[src/brld_pkg.sv]
`timescale 1ns / 1ps
`default_nettype none

package brld_pkg;

  localparam int BYTE_W   = 8;
  localparam int PRB_W    = 9;
  localparam int PLANE_W  = 4;
  localparam int ROW_W    = 12;
  localparam int CFG_IDX_W  = 3;
  localparam int CFG_DATA_W = 12;

  // configuration register indexes
  localparam logic [CFG_IDX_W-1:0] CFG_BYTES_PER_ROW = 3'd0;
  localparam logic [CFG_IDX_W-1:0] CFG_PLANE_COUNT   = 3'd1;
  localparam logic [CFG_IDX_W-1:0] CFG_ROW_COUNT     = 3'd2;
  localparam logic [CFG_IDX_W-1:0] CFG_MASK_PRESENT  = 3'd3;
  localparam logic [CFG_IDX_W-1:0] CFG_COMPRESSED    = 3'd4;

  localparam logic [BYTE_W-1:0] CTRL_NOP = 8'd128;
  localparam logic [8:0]        RUN_BASE = 9'd257;

  localparam logic [BYTE_W-1:0]  RST_BYTES_PER_ROW = 8'd40;
  localparam logic [PLANE_W-1:0] RST_PLANE_COUNT   = 4'd5;
  localparam logic [ROW_W-1:0]   RST_ROW_COUNT     = 12'd256;

  typedef enum logic [1:0] {
    PH_CONTROL = 2'd0,
    PH_LITERAL = 2'd1,
    PH_REPEAT  = 2'd2
  } brld_phase_t;

  typedef struct packed {
    brld_phase_t        phase;
    logic [BYTE_W-1:0]  literal_left;
    logic [PRB_W-1:0]   plane_row_bytes;
    logic [PLANE_W-1:0] plane_index;
    logic [ROW_W-1:0]   row_index;
    logic               finished;
  } brld_state_t;

  typedef struct packed {
    logic [BYTE_W-1:0]  bytes_per_row;
    logic [PLANE_W-1:0] plane_count;
    logic [ROW_W-1:0]   row_count;
    logic               mask_present;
    logic               compressed;
  } brld_cfg_t;

  typedef struct packed {
    logic              valid;
    logic [BYTE_W-1:0] pixel_byte;
    logic [BYTE_W-1:0] repeat_count;
    logic              image_end;
  } brld_result_t;

endpackage

`default_nettype wire

[src/bitplane_run_length_decoder_core.sv]
`timescale 1ns / 1ps
`default_nettype none

// Run-length body decoder for interleaved bitplane images. Each result (a
// byte with a repeat count, or an end marker) is in the output register on
// the next cycle. Control, no-op and mask plane bytes give no result, bar the
// end marker on the last byte. The rate is one byte per cycle, bounded only
// by the single state update each byte makes on the phase and row/plane
// counters; a request is held off only while the output register is full and
// stalled. After the final row, bytes are taken and dropped until reset.
// Configuration must be written only while idle; the core does not check it.
module bitplane_run_length_decoder_core
  import brld_pkg::*;
(
  input  wire                   clk,
  input  wire                   rst_n,
  input  wire                   cfg_we,
  input  wire [CFG_IDX_W-1:0]   cfg_index,
  input  wire [CFG_DATA_W-1:0]  cfg_data,
  input  wire                   in_valid,
  output logic                  in_stall,
  input  wire [BYTE_W-1:0]      in_body_byte,
  output logic                  out_valid,
  input  wire                   out_stall,
  output logic [BYTE_W-1:0]     out_pixel_byte,
  output logic [BYTE_W-1:0]     out_repeat_count,
  output logic                  out_image_end
);

  brld_cfg_t    cfg_r;
  brld_state_t  state_r;
  brld_state_t  state_nxt;
  brld_result_t res;

  logic              out_valid_r;
  logic              out_valid_nxt;
  logic [BYTE_W-1:0] pixel_r;
  logic [BYTE_W-1:0] repeat_r;
  logic              end_r;
  logic              in_acc;

  assign in_stall = out_valid_r & out_stall;
  assign in_acc   = in_valid & ~in_stall;

  brld_step u_step (
    .cfg       (cfg_r),
    .cur       (state_r),
    .body_byte (in_body_byte),
    .nxt       (state_nxt),
    .res       (res)
  );

  always_ff @(posedge clk) begin
    if (!rst_n) begin
      cfg_r.bytes_per_row <= RST_BYTES_PER_ROW;
      cfg_r.plane_count   <= RST_PLANE_COUNT;
      cfg_r.row_count     <= RST_ROW_COUNT;
      cfg_r.mask_present  <= 1'b0;
      cfg_r.compressed    <= 1'b1;
    end else if (cfg_we) begin
      unique case (cfg_index)
        CFG_BYTES_PER_ROW: cfg_r.bytes_per_row <= cfg_data[BYTE_W-1:0];
        CFG_PLANE_COUNT:   cfg_r.plane_count   <= cfg_data[PLANE_W-1:0];
        CFG_ROW_COUNT:     cfg_r.row_count     <= cfg_data[ROW_W-1:0];
        CFG_MASK_PRESENT:  cfg_r.mask_present  <= cfg_data[0];
        CFG_COMPRESSED:    cfg_r.compressed    <= cfg_data[0];
        default: ;
      endcase
    end
  end

  always_ff @(posedge clk) begin
    if (!rst_n) begin
      state_r <= '{phase: PH_CONTROL, literal_left: '0, plane_row_bytes: '0,
                   plane_index: '0, row_index: '0, finished: 1'b0};
    end else if (in_acc) begin
      state_r <= state_nxt;
    end
  end

  always_comb begin
    if (in_acc) begin
      out_valid_nxt = res.valid;
    end else begin
      out_valid_nxt = out_valid_r & out_stall;
    end
  end

  always_ff @(posedge clk) begin
    if (!rst_n) begin
      out_valid_r <= 1'b0;
    end else begin
      out_valid_r <= out_valid_nxt;
    end
  end

  always_ff @(posedge clk) begin
    if (in_acc && res.valid) begin
      pixel_r  <= res.pixel_byte;
      repeat_r <= res.repeat_count;
      end_r    <= res.image_end;
    end
  end

  assign out_valid        = out_valid_r;
  assign out_pixel_byte   = pixel_r;
  assign out_repeat_count = repeat_r;
  assign out_image_end    = end_r;

`ifndef SYNTHESIS
  a_end_sets_finished: assert property (@(posedge clk) disable iff (!rst_n)
    out_valid_r && end_r |-> state_r.finished)
    else $error("image end shown without finished state");

  a_quiet_after_finish: assert property (@(posedge clk) disable iff (!rst_n)
    state_r.finished && !(out_valid_r && out_stall) |=> !out_valid_r)
    else $error("result produced after image finished");

  a_literal_pending: assert property (@(posedge clk) disable iff (!rst_n)
    state_r.phase == PH_LITERAL |-> state_r.literal_left != '0)
    else $error("literal phase with no bytes left");

  a_repeat_count: assert property (@(posedge clk) disable iff (!rst_n)
    state_r.phase == PH_REPEAT |-> state_r.literal_left >= 8'd2)
    else $error("repeat phase with bad run length");

  a_marker_only_at_end: assert property (@(posedge clk) disable iff (!rst_n)
    out_valid_r && (repeat_r == 8'd0) |-> end_r)
    else $error("zero repeat count on a data result");
`endif

endmodule

`default_nettype wire

[src/brld_step.sv]
`timescale 1ns / 1ps
`default_nettype none

module brld_step
  import brld_pkg::*;
(
  input  wire brld_cfg_t     cfg,
  input  wire brld_state_t   cur,
  input  wire [BYTE_W-1:0]   body_byte,
  output brld_state_t        nxt,
  output brld_result_t       res
);

  logic [BYTE_W-1:0]  bpr;
  logic [PLANE_W-1:0] planes;
  logic [ROW_W-1:0]   rows;

  // zero-valued limits behave as one
  assign bpr    = (cfg.bytes_per_row == '0) ? 8'd1 : cfg.bytes_per_row;
  assign planes = (cfg.plane_count == '0) ? 4'd1 : cfg.plane_count;
  assign rows   = (cfg.row_count == '0) ? 12'd1 : cfg.row_count;

  always_comb begin
    logic              data;
    logic              in_mask;
    logic              do_close;
    logic              emit;
    logic              end_flag;
    logic [PRB_W-1:0]  prb_sum;
    logic [BYTE_W-1:0] n;
    logic [ROW_W-1:0]  row_inc;

    nxt      = cur;
    data     = cur.plane_index < planes;
    in_mask  = ~data;
    do_close = 1'b0;
    emit     = 1'b0;
    end_flag = 1'b0;
    prb_sum  = cur.plane_row_bytes;
    n        = 8'd1;
    row_inc  = cur.row_index + 12'd1;

    if (!cur.finished) begin
      if (!cfg.compressed) begin
        nxt.phase = PH_CONTROL;
        prb_sum   = cur.plane_row_bytes + 9'd1;
        do_close  = 1'b1;
        emit      = 1'b1;
      end else begin
        unique case (cur.phase)
          PH_LITERAL: begin
            prb_sum          = cur.plane_row_bytes + 9'd1;
            nxt.literal_left = cur.literal_left - 8'd1;
            emit             = 1'b1;
            if (cur.literal_left == 8'd1) begin
              nxt.phase = PH_CONTROL;
              do_close  = 1'b1;
            end
          end
          PH_REPEAT: begin
            prb_sum          = cur.plane_row_bytes + {1'b0, cur.literal_left};
            n                = cur.literal_left;
            nxt.literal_left = '0;
            nxt.phase        = PH_CONTROL;
            do_close         = 1'b1;
            emit             = 1'b1;
          end
          default: begin
            nxt.phase = PH_CONTROL;
            if (body_byte < CTRL_NOP) begin
              nxt.literal_left = body_byte + 8'd1;
              nxt.phase        = PH_LITERAL;
            end else if (body_byte > CTRL_NOP) begin
              nxt.literal_left = BYTE_W'(RUN_BASE - {1'b0, body_byte});
              nxt.phase        = PH_REPEAT;
            end
          end
        endcase
      end
    end

    nxt.plane_row_bytes = prb_sum;

    // end of a plane row: step to next plane, the mask plane, or next image row
    if (do_close && (prb_sum >= {1'b0, bpr})) begin
      nxt.plane_row_bytes = '0;
      if (!in_mask && (({1'b0, cur.plane_index} + 5'd1) < {1'b0, planes})) begin
        nxt.plane_index = cur.plane_index + 4'd1;
      end else if (!in_mask && cfg.mask_present) begin
        nxt.plane_index = planes;
      end else begin
        nxt.plane_index = '0;
        nxt.row_index   = row_inc;
        if ((row_inc >= rows) || (row_inc == '0)) begin
          nxt.finished = 1'b1;
          end_flag     = 1'b1;
        end
      end
    end

    res.valid        = emit && (data || end_flag);
    res.pixel_byte   = data ? body_byte : 8'd0;
    res.repeat_count = data ? n : 8'd0;
    res.image_end    = end_flag;
  end

endmodule

`default_nettype wire
[config.mk]
export PLATFORM = sky130hd
export DESIGN_NAME = bitplane_run_length_decoder_core
export DESIGN_NICKNAME = d
export VERILOG_FILES = /design/src/brld_pkg.sv /design/src/bitplane_run_length_decoder_core.sv /design/src/brld_step.sv
export SDC_FILE = /design/constraint.sdc
export NUM_CORES = 1
export LEC_CHECK = 0
export ABC_AREA = 1
export BUFFER_PORTS_ARGS = -buffer_cell sky130_fd_sc_hd__buf_2
export CORE_ASPECT_RATIO = 1.25
export CORE_MARGIN = 2
export CORE_UTILIZATION = 45
export CTS_CLUSTER_DIAMETER = 120
export DETAILED_ROUTE_END_ITERATION = 10
export SLEW_MARGIN = 20
export SYNTH_ARGS = -nofsm -noshare
export SYNTH_HDL_FRONTEND = slang
export SYNTH_SLANG_ARGS = --single-unit
[constraint.sdc]
create_clock -name clk -period 6.7 [get_ports clk]
set_input_delay 1.005 -clock clk [delete_from_list [all_inputs] [get_ports clk]]
set_output_delay 1.005 -clock clk [all_outputs]
set_load 0.005 [all_outputs]
==> flow_summary.json <==
{
  "synth_area_leaders": "dfxtp_1 23%, nand2_1 12%, ha_1 10%",
  "syn_area_um2": 5460,
  "synth_area_per_cell_um2": 6.99,
  "synth-edff-count": 17,
  "die_h_um": 127,
  "gr-total-overflow": 0,
  "grt_max_degree": 40,
  "ff_latch_area_um2": 1770,
  "via_per_inst": 5.30,
  "antenna_cells": 0,
  "slowest_delay_ns": 0.54,
  "peakVddDrop_uv": 117,
  "fin_nets": 897,
  "numCtsBuffers": 9,
  "clock_latency_ns": 0.35,
  "cp.arrival_ns": 4.07,
  "power_leakage_uw": 0.00289,
  "h-tree-depth": 3,
  "drt-total-wl_mm": 14.8,
  "worstPathRequired_ns": 6.68,
  "cp_common_cell": "nand2_1",
  "tightest_slew_ns": 0.851,
  "cts.repair.resized": 0,
  "gp_congestion": 1.04,
  "p_total_uw": 1300,
  "grt_pass1_wl_mm": 24.3,
  "first_pass_iters": 5,
  "antenna_found_initial": 0,
  "finalMaxSlewViolations": 0,
  "rsz0062_at_grt": "no",
  "powerDensity_nw_per_um2": 212,
  "max_freq_mhz": 245,
  "crit_buf_inv": 3,
  "crit_path_end_kind": "flip-flop",
  "cp-start-kind": "flip-flop",
  "crit_chain": "inv_1 > ha_1 > nand2_1 > nand2_1 > inv_1 > o21ai_0 > o21ai_0 > nand2_1 > o21ai_0 > ha_1 > nand2_1 > nor2_1 > nand2_1 > nand3_1 > nand2_1 > nand2_1 > nand2_1 > nand3_1 > nor2_4 > nor2_8 > nand2_1 > nand2_1 > nand2_1 > inv_1",
  "synth_most_common_cell": "nand2_1",
  "fill_cells": 1172,
  "grt_pass1_vias": 5101,
  "synth_nets": 855,
  "synth_warnings": 0,
  "drc_errors": 0,
  "yosys.area.top_type": "dfxtp_1",
  "utilization_pct": 51.1,
  "synth_commonest_cells": "176 x nand2_1, 116 x inv_1, 72 x a21oi_1, 72 x nor2_1, 63 x dfxtp_1",
  "holdBufCountCts": 0,
  "slew_headroom_pct": 43.2,
  "initial_core_util_pct": 45.6,
  "synth_top_area_share_pct": 23.1,
  "area_delta_synth_final_pct": 12.1,
  "drtAntennaViolNets": 0,
  "drv_cap": 0,
  "path_class": "flip-flop to flip-flop",
  "met1_length_mm": 5.63,
  "cts.sinks": 80,
  "core_um2": 12000,
  "min_path_type": "flip-flop to flip-flop",
  "cts-root-buf": "clkbuf_16",
  "crit_slowest_cell": "ha_1",
  "cts.path.max_buffers": 2,
  "crit_family": "simple AND/OR/NAND/NOR gates",
  "synth_seq_cells": 80,
  "drive_gt1_share_pct": 11.6,
  "worst_slack_ns": 2.61,
  "setup_viol": 0,
  "post-cts-setup-buffers": 0,
  "fin_skew_ns": 0.00851,
  "dr_total_vias": 5254,
  "rows": 45,
  "hold_viol": 0,
  "top_layer": "met4",
  "status": "completed",
  "netlist_instances": 781,
  "drtIter0Drc": 169,
  "port_buffers": 46,
  "synthDistinctLibCells": 50,
  "wl_per_cell_um": 15.0,
  "place_ws_ns": 2.63,
  "asyncSetResetFlopFracSynth_pct": 0,
  "wl_met2_mm": 7.93,
  "cts_tree": "built",
  "synthFlopType": "dfxtp_1",
  "hpwl_mm": 11.7,
  "multiInputGateArea_um2": 3130,
  "fin_setup_tns_ns": 0,
  "dieWidth_um": 103,
  "fin_crit_ns": 4.09,
  "grtUsageTotal_pct": 24.0,
  "cp_max_fo": 17,
  "synth_seq_area_share_pct": 32.4,
  "design.die.area_um2": 13000,
  "finalCritPeriodShare_pct": 61.0,
  "wl_met3_um": 515,
  "ios": 47,
  "path_clk_slew_ns": 0.07
}
report_power, final:
part	total [µW]	internal, µW	switching [µW]
Clock	551	331	221
Combinational	214	69.5	144
Sequential	536	519	16.9
state kept, by name, summed over array words and instances, names as in the netlist:
name	count
out_valid	1
cfg_r	26
out_pixel_byte	8
out_repeat_count	8
out_image_end	1
state_r	36
per-stage QoR:
stage | cell area (µm²) | std cells | hold slack [ns]
final | 6120 | 992 | 0.470
after global routing | 6120 | 992 | 0.497
after CTS | 6120 | 992 | 0.471
after detailed placement | 5800 | 976 | 0.460
after global placement | 5800 | 976 | 0.458
after floorplan | 5460 | 781 | 0.424
worst paths after layout:
path	startpoint	end	slack [ns]	cells after the start
max reg2reg	state_r[34]$_SDFFE_PN0P_	out_repeat_count[4]$_SDFFCE_PP0P_	2.61	24
min reg2reg	cfg_r[1]$_SDFFE_PN0P_	cfg_r[1]$_SDFFE_PN0P_	0.47	2
max	state_r[34]$_SDFFE_PN0P_	out_repeat_count[4]$_SDFFCE_PP0P_	2.61	24
min	cfg_r[1]$_SDFFE_PN0P_	cfg_r[1]$_SDFFE_PN0P_	0.47	2
tightest hold or removal path, cell delays in order (launching register included):
cell and delay (ns):
dfxtp_1 0.33, inv_1 0.05, a21oi_1 0.05
routing by layer:
layer | vias to the layer above | track usage (%)
met4 | 0 | 14.2
li1 | 2675 | -
met2 | 117 | 44.0
met1 | 2413 | 25.3
met5 | - | 0
met3 | 49 | 3.67
layout by cell type (no fill, tap or decap), types with 2 or more instances in the layout:
| cell type | count |
|---|---|
| nand2_1 | 176 |
| inv_1 | 116 |
| a21oi_1 | 72 |
| nor2_1 | 72 |
| dfxtp_1 | 63 |
| o21ai_0 | 55 |
| nand3_1 | 46 |
| buf_2 | 46 |
| ha_1 | 45 |
| nand4_1 | 17 |
| edfxtp_1 | 17 |
| xor2_1 | 9 |
| clkbuf_16 | 9 |
| nor2_2 | 8 |
| o211ai_1 | 7 |
| inv_2 | 5 |
| nand2_2 | 5 |
| nor3_1 | 5 |
| nand3_2 | 4 |
| a221oi_1 | 4 |
| nor4_1 | 3 |
| a31oi_1 | 3 |
| inv_6 | 3 |
| o21a_1 | 2 |
| or2_2 | 2 |
| a22oi_1 | 2 |
| a32oi_1 | 2 |
| nor2_4 | 2 |
| o21ai_1 | 2 |
| o22ai_1 | 2 |
| a32o_1 | 2 |
| clkinvlp_4 | 2 |
| bufinv_16 | 2 |
area by class of cell:
class	count	area share, %
Inverter	122	7.48
Tap cell	164	3.35
Sequential cell	80	28.9
Timing Repair Buffer	46	3.76
Multi-Input combinational cell	564	51.1
Clock inverter	7	1.66
Clock buffer	9	3.68
cells by family (layout without fill, tap and decap cells):
logic type,count (synthesis),count (layout),synth area share (%)
adder cells (fa/ha/maj),46,46,10.7
AO/OA/AOI/OAI,163,163,16.9
XOR/XNOR,10,10,1.60
flip-flops,80,80,32.4
AND/OR/NAND/NOR,345,345,28.2
buffers and inverters,137,184,10.2
Power figures use the tool's default switching activity.
